**config.mk**
```make
export PLATFORM = sky130hd
export DESIGN_NAME = tcw_ctrl_flat
export DESIGN_NICKNAME = d
export VERILOG_FILES = /design/src/hw/rtl/tcw_pkg.sv /design/src/hw/rtl/tcw_if.sv /design/src/hw/rtl/tcw_ctrl.sv /design/src/flat_wrapper.sv
export SDC_FILE = /design/constraint.sdc
export NUM_CORES = 1
export LEC_CHECK = 0
export ABC_AREA = 0
export CORE_ASPECT_RATIO = 1.2
export CORE_MARGIN = 2
export CORE_UTILIZATION = 55
export CTS_CLUSTER_DIAMETER = 120
export DETAILED_ROUTE_END_ITERATION = 6
export DONT_BUFFER_PORTS = 1
export GPL_TIMING_DRIVEN = 0
export PLACE_DENSITY_LB_ADDON = 0.1
export SKIP_LAST_GASP = 1
export SLEW_MARGIN = 30
export SYNTH_ARGS = -nofsm -noshare
export SYNTH_HDL_FRONTEND = slang
export SYNTH_SLANG_ARGS = --single-unit
```
**constraint.sdc**
```tcl
create_clock -name clk -period 14 [get_ports clk]
set_input_delay 1.4 -clock clk [delete_from_list [all_inputs] [get_ports clk]]
set_output_delay 1.4 -clock clk [all_outputs]
set_load 0.02 [all_outputs]
```
**src/hw/rtl/tcw_pkg.sv**
```systemverilog
package tcw_pkg;

  localparam int COLS = 80;
  localparam int ROWS = 25;
  localparam int SCREENS = 4;
  localparam int CELLS_PER_SCREEN = COLS * ROWS;
  localparam int TOTAL_CELLS = CELLS_PER_SCREEN * SCREENS;
  localparam int ADDR_W = 13;
  localparam int COL_W = 7;
  localparam int ROW_W = 5;
  localparam int SCR_W = 2;
  localparam int CELL_W = 16;

  localparam logic [7:0] CH_BS = 8'd8;
  localparam logic [7:0] CH_TAB = 8'd9;
  localparam logic [7:0] CH_LF = 8'd10;
  localparam logic [7:0] CH_CR = 8'd13;
  localparam logic [7:0] CH_SPACE = 8'h20;
  localparam logic [COL_W-1:0] TAB_MASK = COL_W'(8 - 1);
  localparam logic [CELL_W-1:0] RESET_CELL = 16'h0720;

  typedef enum logic [1:0] {
    ACT_PUT = 2'd0,
    ACT_MOVE = 2'd1,
    ACT_CLEAR = 2'd2,
    ACT_READ = 2'd3
  } action_t;

  typedef enum logic [1:0] {
    CFG_ACTIVE = 2'd0,
    CFG_SHOWN = 2'd1,
    CFG_ATTR = 2'd2
  } cfg_index_t;

  typedef enum logic [3:0] {
    ST_INIT,
    ST_IDLE,
    ST_READ_WAIT,
    ST_SCROLL_RD,
    ST_SCROLL_WR,
    ST_FILL,
    ST_DONE
  } state_t;

  typedef struct packed {
    logic [1:0] action;
    logic [7:0] char_code;
    logic [6:0] col_target;
    logic [4:0] row_target;
    logic [12:0] read_address;
  } in_item_t;

  typedef struct packed {
    logic cursor_update;
    logic [12:0] cursor_address;
    logic accepted;
    logic [15:0] read_data;
  } out_item_t;

  typedef struct packed {
    logic we;
    logic [ADDR_W-1:0] waddr;
    logic [CELL_W-1:0] wdata;
    logic [ADDR_W-1:0] raddr;
  } mem_req_t;

  function automatic logic [ADDR_W-1:0] scr_base(input logic [SCR_W-1:0] s);
    return ADDR_W'(32'(s) * CELLS_PER_SCREEN);
  endfunction

  function automatic logic [SCR_W-1:0] clamp_scr(input logic [SCR_W-1:0] s);
    return (32'(s) >= SCREENS) ? SCR_W'(SCREENS - 1) : s;
  endfunction

endpackage

```
**src/hw/rtl/tcw_if.sv**
```systemverilog
interface tcw_in_if;
  import tcw_pkg::*;
  logic valid;
  logic ready;
  in_item_t data;
  modport source(output valid, output data, input ready);
  modport sink(input valid, input data, output ready);
endinterface

interface tcw_out_if;
  import tcw_pkg::*;
  logic valid;
  logic ready;
  out_item_t data;
  modport source(output valid, output data, input ready);
  modport sink(input valid, input data, output ready);
endinterface

```
**src/hw/rtl/tcw_ctrl.sv**
```systemverilog
module tcw_ctrl
  import tcw_pkg::*;
(
  input  logic clk,
  input  logic rst_n,
  tcw_in_if.sink in_ch,
  tcw_out_if.source out_ch,
  input  logic [SCR_W-1:0] active_r,
  input  logic [SCR_W-1:0] shown_r,
  input  logic [7:0] attr_r,
  output mem_req_t req,
  input  logic [CELL_W-1:0] rdata
);
  state_t st_r, st_nxt;
  logic [ROW_W-1:0] row_r [SCREENS];
  logic [COL_W-1:0] col_r [SCREENS];
  logic [ROW_W-1:0] row_nxt;
  logic [COL_W-1:0] col_nxt;
  logic cur_we;
  logic [ADDR_W-1:0] ptr_r, ptr_nxt, end_r, end_nxt;
  logic [ADDR_W-1:0] wptr_r, wptr_nxt;
  logic [SCR_W-1:0] scr_r, scr_nxt;
  logic upd_r, upd_nxt, acc_r, acc_nxt;
  logic ovalid_r, ovalid_nxt;
  out_item_t odata_r, odata_nxt;
  logic [CELL_W-1:0] blank;
  logic [SCR_W-1:0] scr_in;
  logic [ROW_W-1:0] r0;
  logic [COL_W-1:0] c0;
  logic [COL_W:0] cw;
  logic [ROW_W:0] rw;

  assign blank = {attr_r, CH_SPACE};
  assign scr_in = clamp_scr(active_r);
  assign r0 = row_r[scr_in];
  assign c0 = col_r[scr_in];
  assign in_ch.ready = (st_r == ST_IDLE) && !ovalid_r;
  assign out_ch.valid = ovalid_r;
  assign out_ch.data = odata_r;

  always_ff @(posedge clk) begin
    if (!rst_n) begin
      st_r <= ST_INIT;
      ptr_r <= '0;
      ovalid_r <= 1'b0;
      for (int i = 0; i < SCREENS; i++) begin
        row_r[i] <= '0;
        col_r[i] <= '0;
      end
    end else begin
      st_r <= st_nxt;
      ptr_r <= ptr_nxt;
      ovalid_r <= ovalid_nxt;
      if (cur_we) begin
        row_r[scr_nxt] <= row_nxt;
        col_r[scr_nxt] <= col_nxt;
      end
    end
  end

  always_ff @(posedge clk) begin
    end_r <= end_nxt;
    wptr_r <= wptr_nxt;
    scr_r <= scr_nxt;
    upd_r <= upd_nxt;
    acc_r <= acc_nxt;
    odata_r <= odata_nxt;
  end

  always_comb begin
    st_nxt = st_r;
    ptr_nxt = ptr_r;
    end_nxt = end_r;
    wptr_nxt = wptr_r;
    scr_nxt = scr_r;
    upd_nxt = upd_r;
    acc_nxt = acc_r;
    ovalid_nxt = ovalid_r && !out_ch.ready;
    odata_nxt = odata_r;
    cur_we = 1'b0;
    row_nxt = r0;
    col_nxt = c0;
    cw = '0;
    rw = '0;
    req = '0;
    req.wdata = blank;
    case (st_r)
      ST_INIT: begin
        req.we = 1'b1;
        req.waddr = ptr_r;
        req.wdata = RESET_CELL;
        ptr_nxt = ptr_r + 1'b1;
        if (32'(ptr_r) == TOTAL_CELLS - 1) begin
          st_nxt = ST_IDLE;
        end
      end
      ST_IDLE: begin
        scr_nxt = scr_in;
        upd_nxt = (scr_in == clamp_scr(shown_r));
        acc_nxt = 1'b1;
        req.raddr = in_ch.data.read_address;
        if (in_ch.valid && in_ch.ready) begin
          case (action_t'(in_ch.data.action))
            ACT_PUT: begin
              cur_we = 1'b1;
              cw = {1'b0, c0};
              rw = {1'b0, r0};
              if (in_ch.data.char_code == CH_BS) begin
                if (c0 != '0 || r0 != '0) begin
                  if (c0 == '0) begin
                    cw = (COL_W+1)'(COLS - 1);
                    rw = rw - 1'b1;
                  end else begin
                    cw = cw - 1'b1;
                  end
                  req.we = 1'b1;
                  req.waddr = scr_base(scr_in) + ADDR_W'(rw[ROW_W-1:0] * COLS)
                              + ADDR_W'(cw);
                end
              end else if (in_ch.data.char_code == CH_TAB) begin
                cw = (cw + (COL_W+1)'(8)) & ~{1'b0, TAB_MASK};
              end else if (in_ch.data.char_code == CH_CR) begin
                cw = '0;
              end else if (in_ch.data.char_code == CH_LF) begin
                cw = '0;
                rw = rw + 1'b1;
              end else begin
                req.we = 1'b1;
                req.waddr = scr_base(scr_in) + ADDR_W'(r0 * COLS) + ADDR_W'(c0);
                req.wdata = {attr_r, in_ch.data.char_code};
                cw = cw + 1'b1;
              end
              if (32'(cw) >= COLS) begin
                cw = '0;
                rw = rw + 1'b1;
              end
              col_nxt = cw[COL_W-1:0];
              row_nxt = rw[ROW_W-1:0];
              if (32'(rw) >= ROWS) begin
                row_nxt = ROW_W'(ROWS - 1);
                col_nxt = '0;
                ptr_nxt = scr_base(scr_in) + ADDR_W'(COLS);
                wptr_nxt = scr_base(scr_in);
                end_nxt = scr_base(scr_in) + ADDR_W'(CELLS_PER_SCREEN);
                st_nxt = ST_SCROLL_RD;
              end else begin
                st_nxt = ST_DONE;
              end
            end
            ACT_MOVE: begin
              if (32'(in_ch.data.col_target) < COLS &&
                  32'(in_ch.data.row_target) < ROWS) begin
                cur_we = 1'b1;
                col_nxt = in_ch.data.col_target;
                row_nxt = in_ch.data.row_target;
              end else begin
                acc_nxt = 1'b0;
                upd_nxt = 1'b0;
              end
              st_nxt = ST_DONE;
            end
            ACT_CLEAR: begin
              cur_we = 1'b1;
              col_nxt = '0;
              row_nxt = '0;
              wptr_nxt = scr_base(scr_in);
              end_nxt = scr_base(scr_in) + ADDR_W'(CELLS_PER_SCREEN);
              st_nxt = ST_FILL;
            end
            default: begin
              upd_nxt = 1'b0;
              ptr_nxt = in_ch.data.read_address;
              st_nxt = ST_READ_WAIT;
            end
          endcase
        end
      end
      ST_READ_WAIT: begin
        odata_nxt.cursor_update = 1'b0;
        odata_nxt.cursor_address = scr_base(scr_r) + ADDR_W'(row_r[scr_r] * COLS)
                                   + ADDR_W'(col_r[scr_r]);
        odata_nxt.accepted = 1'b1;
        odata_nxt.read_data = (32'(ptr_r) < TOTAL_CELLS) ? rdata : '0;
        ovalid_nxt = 1'b1;
        st_nxt = ST_IDLE;
      end
      ST_SCROLL_RD: begin
        req.raddr = ptr_r;
        ptr_nxt = ptr_r + ADDR_W'(1);
        st_nxt = ST_SCROLL_WR;
      end
      ST_SCROLL_WR: begin
        req.we = 1'b1;
        req.waddr = wptr_r;
        req.wdata = rdata;
        wptr_nxt = wptr_r + 1'b1;
        req.raddr = ptr_r;
        ptr_nxt = ptr_r + 1'b1;
        if (ptr_r == end_r) begin
          st_nxt = ST_FILL;
        end
      end
      ST_FILL: begin
        req.we = 1'b1;
        req.waddr = wptr_r;
        wptr_nxt = wptr_r + 1'b1;
        if (wptr_r == end_r - 1'b1) begin
          st_nxt = ST_DONE;
        end
      end
      ST_DONE: begin
        odata_nxt.cursor_update = upd_r;
        odata_nxt.cursor_address = scr_base(scr_r) + ADDR_W'(row_r[scr_r] * COLS)
                                   + ADDR_W'(col_r[scr_r]);
        odata_nxt.accepted = acc_r;
        odata_nxt.read_data = '0;
        ovalid_nxt = 1'b1;
        st_nxt = ST_IDLE;
      end
      default: st_nxt = ST_IDLE;
    endcase
  end
endmodule

```
**src/flat_wrapper.sv**
```systemverilog
// flat-port wrapper written by rule: the top's interface ports become plain ports
module tcw_ctrl_flat import tcw_pkg::*;
  (clk, rst_n, active_r, shown_r, attr_r, req, rdata, in_ch_valid, in_ch_data, in_ch_ready, out_ch_valid, out_ch_data, out_ch_ready);
  tcw_in_if in_ch_i ();
  tcw_out_if out_ch_i ();
  input  logic clk;
  input  logic rst_n;
  input  logic [SCR_W-1:0] active_r;
  input  logic [SCR_W-1:0] shown_r;
  input  logic [7:0] attr_r;
  output mem_req_t req;
  input  logic [CELL_W-1:0] rdata;
  input wire logic [$bits(in_ch_i.valid)-1:0] in_ch_valid;
  input wire logic [$bits(in_ch_i.data)-1:0] in_ch_data;
  output wire logic [$bits(in_ch_i.ready)-1:0] in_ch_ready;
  output wire logic [$bits(out_ch_i.valid)-1:0] out_ch_valid;
  output wire logic [$bits(out_ch_i.data)-1:0] out_ch_data;
  input wire logic [$bits(out_ch_i.ready)-1:0] out_ch_ready;
  assign in_ch_i.valid = in_ch_valid;
  assign in_ch_i.data = in_ch_data;
  assign in_ch_ready = in_ch_i.ready;
  assign out_ch_valid = out_ch_i.valid;
  assign out_ch_data = out_ch_i.data;
  assign out_ch_i.ready = out_ch_ready;
  tcw_ctrl u_core (.clk(clk), .rst_n(rst_n), .in_ch(in_ch_i), .out_ch(out_ch_i), .active_r(active_r), .shown_r(shown_r), .attr_r(attr_r), .req(req), .rdata(rdata));
endmodule
```
==> run metrics, run 1 <==
status=finished clean; port buffer count=0; post_cts resized=0; clk sinks=120; M1 WL=11900 µm; slew margin rel.=between 40% and 50%; Compound-Gate Fraction of Synth Area=17.0%; Cells after DPL=~1300; Pre-antenna DRT Iters=6; die width=128 µm; largest net degree at the start of global routing=21; Final Instance Area=approximately 11000 µm²; Initial Utilization=55.9%; post-route ant nets=0; Placed Area=between 10000 and 15000 µm²; TritonCTS buffer count=17; hold depth=1; post-synthesis simple-gate area fraction=17.5%; ranking of synthesized cells by area=edfxtp_1 (30%), ha_1 (9.5%), mux4_2 (5.1%); DR WL/cell=23.1 µm; Setup Skew=0.0123 ns; ANT cells=0; Setup violations, final=0; Max FO, Critical Path=10; Crit path arrival time=7.38 ns; Max Used Layer=met4; Max Cap Violations=0; post-synth cell types=90; DRC=0; achievable clock frequency=114 MHz; Slew @ Worst Pin=0.850 ns; Comb pwr share=between 20% and 30%; post-synthesis mux area share=7.93%; Die Ht=153 µm; worst r2r src=u_core.col_r[2][0]$_SDFFCE_PN0P_; grt ovf=0; Synth Area in Adders=about 13%; CTS H-tree depth=4; VDD IR-drop max=0.0000981 V; max-slew violations=0; fin crit period=slightly below 9 ns; final hold slack=between 0.4 and 0.5 ns; CP Launch Point=active_r[0]; CTS tree=yes; Pleak=4.33 nW; Power Internal=0.857 mW; R2R setup slack=8.08 ns; vias per inst=6.42; NetSw=0.376 mW; critical path class=input port to output port; YS warnings=0; fin cells=about 1300; clk buf depth=2; Post-Syn Nets=roughly 1200; routed wl met3=2470 µm; leading register cell type out of synthesis=edfxtp_1; Die ar.=19600 µm²; CP Launch Type=input port; routability cong.=0.941; Cell Pwr Density=about 110 nW/µm²; layout cells sized above 1=9.77%; Cells after Synth=1071; Async SR Flop Fraction=0%; io pins=~140; reg2reg end=u_core.end_r[6]$_DFFE_PP_; setup TNS=0 ns; Synth top area share=29.9%; Reg power frac=approximately a third; Reg clk slew, reported paths=0.06 ns; Final Cycle Share=62.7%; main combinational cell family by area after synthesis=simple AND/OR/NAND/NOR gates; area leader, netlist=edfxtp_1; WL met2=15100 µm; most numerous cell in the Yosys netlist=nor2_1; Seq/Total Area, Yosys=33.6%; initial detailed-routing violation count=roughly 900; Final nets=around 1300; core footprint=18200 µm²; final WL=30700 µm; switching power share of the total=30.5%; routed vias=8538; hold wc startpoint=u_core.acc_r$_SDFFCE_PN1P_; root buf cell=clkbuf_16; Req. time, crit path=roughly 13 ns; GR Util All Layers=31.6%; worst hold endpoint=u_core.out_ch.data[16]$_SDFFCE_PN1P_; vias in the first global route=approximately 8400; synthesis-to-finish area growth=9.83%; EDFF count, synth=101; Mean Syn Cell Area=9.49 µm²; xor/xnor share of the synthesized area=6.65%; Setup Buffers After CTS=0; Crit. End Element=output port; RSZ-0062 raised after global routing=no; Final Hold Vio Count=0; global-route wire length before repair=46700 µm; count of state elements after synthesis=120; HP Class=register to register; synthesized area=10200 µm²; clock share of power=40.0%; R2R cell count=19; CTS Hold Bufs=0; DP Wirelength=23400 µm; Worst-Skew Late Latency=0.43 ns; most common library cells after synthesis=nor2_1 (113), nand2_1 (110), edfxtp_1 (101), ha_1 (77), a21oi_1 (64); initial antenna violation count=0; Row Count=54
power by group through the flow:
stage          clock [mW]  combinational [mW]  sequential [mW]
6_report            0.494               0.336            0.403
2_1_floorplan           0               0.258            0.408
4_1_cts             0.494               0.334            0.403
5_1_grt             0.509               0.375            0.404
3_3_place_gp            0               0.325            0.410
3_5_place_dp            0               0.330            0.410
final cells by class:
type | count | area (µm²)
Multi-Input combinational cell | 834 | 6300
Sequential cell | 120 | 3410
Buffer | 57 | 253
Clock buffer | 17 | 425
Fill cell | 1578 | 7020
Timing Repair Buffer | 2 | 38.8
Tap cell | 224 | 280
Inverter | 60 | 225
Clock inverter | 15 | 224
cell families (layout without fill, tap and decap cells):
kind of cell | count (synthesis) | count (layout)
muxes | 50 | 50
buffers and inverters | 117 | 151
DFF | 120 | 120
AOI/OAI and AO/OA | 244 | 244
xor gates and xnor gates | 75 | 75
and+or+nand+nor | 372 | 372
adders and majority gates | 93 | 93
state kept, by name, summed over array words and instances, names as in the netlist:
| signal | flops |
|---|---|
| u_core.wptr_r | 13 |
| u_core.ptr_r | 13 |
| u_core.out_ch.data | 31 |
| u_core.row_r | 20 |
| u_core.out_ch.valid | 1 |
| u_core.st_r | 3 |
| u_core.scr_r | 2 |
| u_core.upd_r | 1 |
| u_core.acc_r | 1 |
| u_core.col_r | 28 |
| u_core.end_r | 7 |
cells in the final DEF (no fill, tap or decap), types with 7 or more instances in the layout:
| master | n |
|---|---|
| nor2_1 | 112 |
| fa_1 | 16 |
| a221oi_2 | 7 |
| mux2i_1 | 22 |
| nand4_1 | 7 |
| a211oi_1 | 7 |
| nand2b_1 | 10 |
| nand2_1 | 110 |
| o21bai_1 | 11 |
| mux4_2 | 23 |
| ha_1 | 77 |
| xnor2_1 | 48 |
| nor3_1 | 14 |
| a22oi_1 | 8 |
| dfxtp_1 | 19 |
| a31oi_1 | 7 |
| and2_1 | 24 |
| a21oi_1 | 64 |
| xor2_1 | 26 |
| nand3_1 | 31 |
| a21o_1 | 11 |
| edfxtp_1 | 101 |
| inv_1 | 58 |
| o21ai_0 | 56 |
| clkbuf_1 | 43 |
| and3_1 | 14 |
| clkbuf_16 | 17 |
| nor2b_1 | 7 |
worst max-delay path: stages:
cell      delay [ns]
buf_6           0.15
mux4_2          0.64
inv_1           0.13
ha_1            0.30
and2_1          0.18
o2bb2a_1        0.26
nor4_2          0.51
buf_4           0.27
nand2_1         0.08
xnor2_1         0.38
ha_1            0.31
ha_1            0.27
inv_1           0.05
fa_1            0.49
inv_1           0.05
ha_1            0.33
a21oi_1         0.22
o21bai_1        0.10
a21oi_1         0.25
o21bai_1        0.09
a21oi_1         0.18
xnor2_1         0.11
o31ai_1         0.32
a221o_1         0.29
worst max-delay path by stage:
| stage | end | slack [ns] | cells past startpoint |
|---|---|---|---|
| 2_1_floorplan | req[41] | 6.22 | 23 |
| 3_3_place_gp | req[41] | 5.37 | 24 |
| 3_5_place_dp | req[41] | 5.30 | 24 |
| 4_1_cts | req[41] | 5.29 | 24 |
| 5_1_grt | req[41] | 4.92 | 24 |
| 6_report | req[41] | 5.22 | 24 |
metal layers:
metal / track usage (%) / vias to the layer above
met5: 0 / -
met4: 14.1 / 0
met3: 7.39 / 86
met2: 53.0 / 403
met1: 38.7 / 4109
li1: - / 3940
through the flow:
stage                     power [mW]  utilization, %  worst slack (ns)
final                           1.23            61.4              5.22
after global routing            1.29            61.4              4.92
after CTS                       1.23            61.4              5.29
after detailed placement       0.741            57.8              5.30
after global placement         0.734            57.4              5.37
after floorplan                0.666               -              6.22
Power figures use the tool's default switching activity.
==> run 2: changes to the inputs <==
ABC_AREA = 1   (was 0)
clock period = 9.2 ns   (was 14 ns; I/O delays follow)
==> run 2 against run 1 <==
  * Sequential share of layout area is 0.34 points lower
  * Setup slack got worse by 2.8 ns
  * Clock power up 29%
  * Critical path type unchanged
  * Final cell count up 24%
  * Global-route usage is 1.5 points higher
  * Count of clock-buffer cells in the layout unchanged
  * Highest routed layer unchanged
  * Combinational power increased to 5.5 times the previous value
  * Register-to-register slack got worse by 3.5 ns
==> run metrics, run 2 <==
YS warnings=0; EDFF count, synth=101; count of state elements after synthesis=120; root buf cell=clkbuf_16; grt ovf=0; Row Count=54; die width=129 µm; Die ar.=19900 µm²; max reg flops=31; HP Class=register to register; Setup Skew=approximately 0.011 ns; TritonCTS buffer count=17; R2R cell count=18; Max Cap Violations=0; Final Hold Vio Count=0; Slew @ Worst Pin=0.940 ns; VDD IR-drop max=between 0.00015 and 0.0002 V; Final nets=1541; Largest stage delay, worst path=between 0.4 and 0.5 ns; CTS Hold Bufs=0; routability cong.=about 1.0; hold wc startpoint=u_core.acc_r$_SDFFCE_PN1P_; R2R setup slack=between 4 and 5 ns; most frequent CP cell=nor2_1; Setup Buffers After CTS=0; post_cts resized=0; synthesis-to-finish area growth=9.16%; leading register cell type out of synthesis=edfxtp_1; fin cells=1646; Crit. End Element=output port; DR WL/cell=19.5 µm; Worst-Skew Late Latency=between 0.4 and 0.5 ns; reg2reg end=u_core.out_ch.data[29]$_DFFE_PP_; io pins=143; Reg clk slew, reported paths=0.06 ns; CTS H-tree depth=4; Cells after DPL=1614; vias in the first global route=9250; Final Cycle Share=between 70% and 80%; setup TNS=0 ns; CP max stage cell=fa_1; hold depth=1; most common library cells after synthesis=nand2_1 (261), nor2_1 (201), inv_1 (181), edfxtp_1 (101), o21ai_0 (87); Initial Utilization=between 50% and 60%; commonest non-fill, non-tap cell in the layout=nand2_1; achievable clock frequency=148 MHz; DP Wirelength=25300 µm; Pleak=5.11 nW; Pre-antenna DRT Iters=7; area leader, netlist=edfxtp_1; DRC=0; Req. time, crit path=8.28 ns; clk sinks=120; port buffer count=0; most frequent cells in the layout=nand2_1 (261), nor2_1 (200), inv_1 (181); post-synth cell types=~60; Die Ht=154 µm; Max FO, Critical Path=10; status=finished clean; max-slew violations=0; initial detailed-routing violation count=876; fin crit period=6.76 ns; initial antenna violation count=0; Synth top area share=29.3%; ranking of synthesized cells by area=edfxtp_1 (29%), nand2_1 (9.5%), ha_1 (9.3%); ANT cells=0; most numerous cell in the Yosys netlist=nand2_1; largest net degree at the start of global routing=26; worst hold endpoint=u_core.out_ch.data[16]$_SDFFCE_PN1P_; vias per inst=5.83; clk buf depth=2; worst r2r src=u_core.scr_r[0]$_DFF_P_; Crit path arrival time=5.84 ns; global-route wire length before repair=~50000 µm; Cell Pwr Density=290 nW/µm²; CP Launch Type=input port; critical path class=input port to output port; CTS tree=yes; post-route ant nets=0; slew margin rel.=36.4%; Seq/Total Area, Yosys=33.0%; Post-Syn Nets=1519; final WL=32000 µm; Mean Syn Cell Area=7.60 µm²; routed vias=9588; layout cells sized above 1=about 8.5%; RSZ-0062 raised after global routing=no; final core utilization=61.6%; GR Util All Layers=33.1%; Cells after Synth=1359; Async SR Flop Fraction=0%; core footprint=about 18000 µm²; synthesized area=10300 µm²; Setup violations, final=0
==> run 2: metal layers <==
metal / track usage, % / vias to the layer above / routed length (µm)
met3: 6.78 / 107 / 2280
li1: - / 4606 / -
met2: 56.2 / 435 / 15900
met1: 39.4 / 4440 / 12300
met5: 0 / - / 0
met4: 16.4 / 0 / 1610
==> run 2: final cells by class <==
| type | instances | area, µm² |
|---|---|---|
| Clock buffer | 17 | 425 |
| Clock inverter | 15 | 133 |
| Sequential cell | 120 | 3410 |
| Buffer | 41 | 218 |
| Timing Repair Buffer | 3 | 50.0 |
| Tap cell | 252 | 315 |
| Fill cell | 1688 | 7030 |
| Multi-Input combinational cell | 1003 | 5980 |
| Inverter | 195 | 749 |
==> run 2: power by group <==
part           internal (mW)  switching [mW]  total (mW)
Combinational          0.642            1.21        1.85
Sequential             0.736          0.0500       0.786
Clock                  0.354           0.283       0.637
Total                   1.73            1.54        3.27
==> run 2: stage by stage <==
step | power, mW | setup slack [ns] | area [µm²] | hold WS [ns]
final | 3.27 | 2.44 | 11300 | 0.513
after global routing | 3.54 | 2.16 | 11300 | 0.526
after CTS | 3.27 | 2.50 | 11300 | 0.521
after detailed placement | 2.63 | 2.53 | 10700 | 0.497
after global placement | 2.58 | 2.61 | 10700 | 0.487
after floorplan | 2.20 | 3.23 | 10300 | 0.482
==> run 2: worst max-delay path, delay by kind of cell <==
kind | cells | cell delay [ns]
buffers and inverters | 7 | 0.79
adder cells (fa/ha/maj) | 5 | 1.66
AO/OA/AOI/OAI | 4 | 0.89
AND/OR/NAND/NOR | 14 | 1.57
==> run 2: cell families (layout without fill, tap and decap cells) <==
logic type / after synthesis / in the layout / share of synthesized area, %
and+or+nand+nor: 638 / 638 / 27.9
buffers and inverters: 236 / 271 / 9.36
AOI/OAI and AO/OA: 224 / 224 / 13.2
DFF: 120 / 120 / 33.0
adders and majority gates: 93 / 93 / 12.4
xor gates and xnor gates: 48 / 48 / 4.07
==> run 2: how the worst max path moves through the flow <==
stage	startpoint	end	slack, ns	cells after the start
final	active_r[1]	req[41]	2.44	30
after global placement	active_r[1]	req[41]	2.61	30
after CTS	active_r[1]	req[41]	2.50	30
after detailed placement	active_r[1]	req[41]	2.53	30
after global routing	active_r[1]	req[41]	2.16	30
after floorplan	active_r[0]	req[41]	3.23	31
==> run 3: changes to the inputs <==
ABC_AREA = 0   (was 1)
clock period = 5.7 ns   (was 9.2 ns; I/O delays follow)
==> run 3 against run 2 <==
  * The run now ends with negative setup slack left
  * Via count down 8.7%
  * Sequential power up 26%
  * First-iteration DRC count up 0.68%
  * Critical path depth down 9
  * Largest cell class unchanged
  * Hold slack worse by 0.25 ns
  * Final area up 2.7%
==> run metrics, run 3 (synthesis results as in run 1) <==
Req. time, crit path=5.13 ns; grt ovf=0; Max Cap Violations=0; commonest non-fill, non-tap cell in the layout=nor2_1; Cell Pwr Density=269 nW/µm²; Initial Utilization=55.9%; die width=around 130 µm; violated checks=negative setup slack; initial antenna violation count=0; largest net degree at the start of global routing=22; clk buf depth=2; port buffer count=0; critical path class=register to output port; Die ar.=around 20000 µm²; Reg power frac=31.8%; NetSw=1.02 mW; io pins=143; GR Util All Layers=31.8%; switching power share of the total=32.9%; Row Count=54; routed vias=8758; Worst-Skew Late Latency=0.44 ns; Pre-antenna DRT Iters=5; CTS tree=yes; max-slew violations=0; max reg flops=31; routability cong.=0.974; worst r2r src=u_core.col_r[3][1]$_DFFE_PP_; overall power=roughly 3.1 mW; Comb pwr share=33.7%; Placement Setup Slack=-0.891 ns; Power Internal=between 2 and 2.5 mW; Reg clk slew, reported paths=0.06 ns; most frequent cells in the layout=nor2_1 (112), nand2_1 (108), edfxtp_1 (101); final worst slack=-0.253 ns; vias per inst=~6.5; global-route wire length before repair=47100 µm; Cells after DPL=1296; clock share of power=34.5%; ANT cells=0; number of fill cells=1505; Setup Skew=roughly 0.014 ns; DR WL/cell=23.0 µm; Pleak=approximately 4.5 nW; slew margin rel.=44.6%; Slew @ Worst Pin=0.824 ns; DP Wirelength=23200 µm; fin cells=approximately 1400; status=complete, but fails checks; initial detailed-routing violation count=just under 900; achievable clock frequency=168 MHz; CP Launch Type=register; core footprint=18200 µm²; synthesis-to-finish area growth=14.1%; clk sinks=between 100 and 150; CTS H-tree depth=4; hold wc startpoint=rst_n; TritonCTS buffer count=17; Crit. End Element=output port; final WL=approximately 31000 µm; Crit path arrival time=5.38 ns; Die Ht=approximately 150 µm; DRC=0; Final nets=1274; CP Launch Point=u_core.col_r[3][1]$_DFFE_PP_; vias in the first global route=just over 8000; register area=3410 µm²; CTS Hold Bufs=0; fin crit period=5.95 ns; VDD IR-drop max=0.000210 V; layout cells sized above 1=15.3%; RSZ-0062 raised after global routing=yes; Multi-input gate area=6610 µm²; Max FO, Critical Path=5; post-route ant nets=0; Setup violations, final=3; Final Hold Vio Count=0; root buf cell=clkbuf_16; HP Class=input port to register; Final Cycle Share=104%
run 3: cell types whose count changed in the layout (fill, tap and decap cells not counted), moves of 24 or more:
| cell | delta |
|---|---|
| buf_4 | +24 |
| inv_1 | -129 |
| nand2_1 | -153 |
| nand3_1 | -36 |
| nor2_1 | -88 |
| o21ai_0 | -35 |
| xnor2_1 | +30 |
run 3: layout make-up:
cell class	instances	area share (%)
buffer	56	2.29
clock inverter	12	1.11
clock buffer	20	3.77
sequential	120	29.5
inverter	60	1.97
multi-input combinational	834	57.1
tap	224	2.42
timing repair buffer	25	1.90
run 3: per-stage QoR:
| stage | setup TNS, ns | hold WS, ns | area, µm² | utilization (%) |
|---|---|---|---|---|
| 6_report | -0.466 | 0.261 | 11600 | 63.7 |
| 5_1_grt | -0.912 | 0.270 | 11600 | 63.7 |
| 3_3_place_gp | -18.39 | 0.490 | 10500 | 57.9 |
| 3_5_place_dp | -14.59 | 0.504 | 10600 | 58.2 |
| 4_1_cts | -0.503 | 0.264 | 11500 | 63.0 |
| 2_1_floorplan | -0.0811 | 0.482 | 10300 | - |
run 3: worst paths after layout:
check,endpoint,slack [ns],cells past startpoint
hold reg to reg,u_core.out_ch.data[16]$_SDFFCE_PN1P_,0.52,1
setup reg to reg,u_core.end_r[12]$_DFFE_PP_,0.44,20
setup / recovery,req[41],-0.25,21
hold / removal,u_core.ptr_r[3]$_SDFFE_PN0P_,0.26,2
run 3: metal layers:
metal | vias to the layer above | track usage (%) | part of all wire, %
met2 | 440 | 53.7 | 49
met3 | 95 | 6.65 | 8.5
met1 | 4240 | 39.2 | 38
li1 | 3983 | - | -
met5 | - | 0 | 0
met4 | 0 | 13.7 | 4.6
run 3: repair_timing:
action	4_1_cts	5_1_grt
pin swaps	25	16
gates resized for setup	35	17
endpoints found under the setup margin	27	26
setup buffers	19	5
run 3: power groups by stage:
stage               logic, mW  registers, mW  clock network (mW)
finish                   1.05          0.990                1.08
CTS                     0.968          0.989                1.07
global route             1.14          0.992                1.10
global placement        0.843           1.01                   0
floorplan               0.664           1.00                   0
detailed placement      0.856           1.01                   0
run 3: worst max-delay path: stages (launching register included):
cell	delay, ns
edfxtp_1	0.38
mux4_2	0.55
inv_2	0.11
ha_4	0.15
nand2b_1	0.09
o2bb2a_4	0.23
or4_4	0.50
o21ai_4	0.25
ha_4	0.24
ha_4	0.26
inv_2	0.03
fa_1	0.51
inv_2	0.05
ha_4	0.24
a21oi_4	0.17
o21bai_4	0.07
a21oi_2	0.15
o21bai_1	0.09
a21oi_2	0.19
xnor2_2	0.12
o31ai_2	0.29
a221o_1	0.28
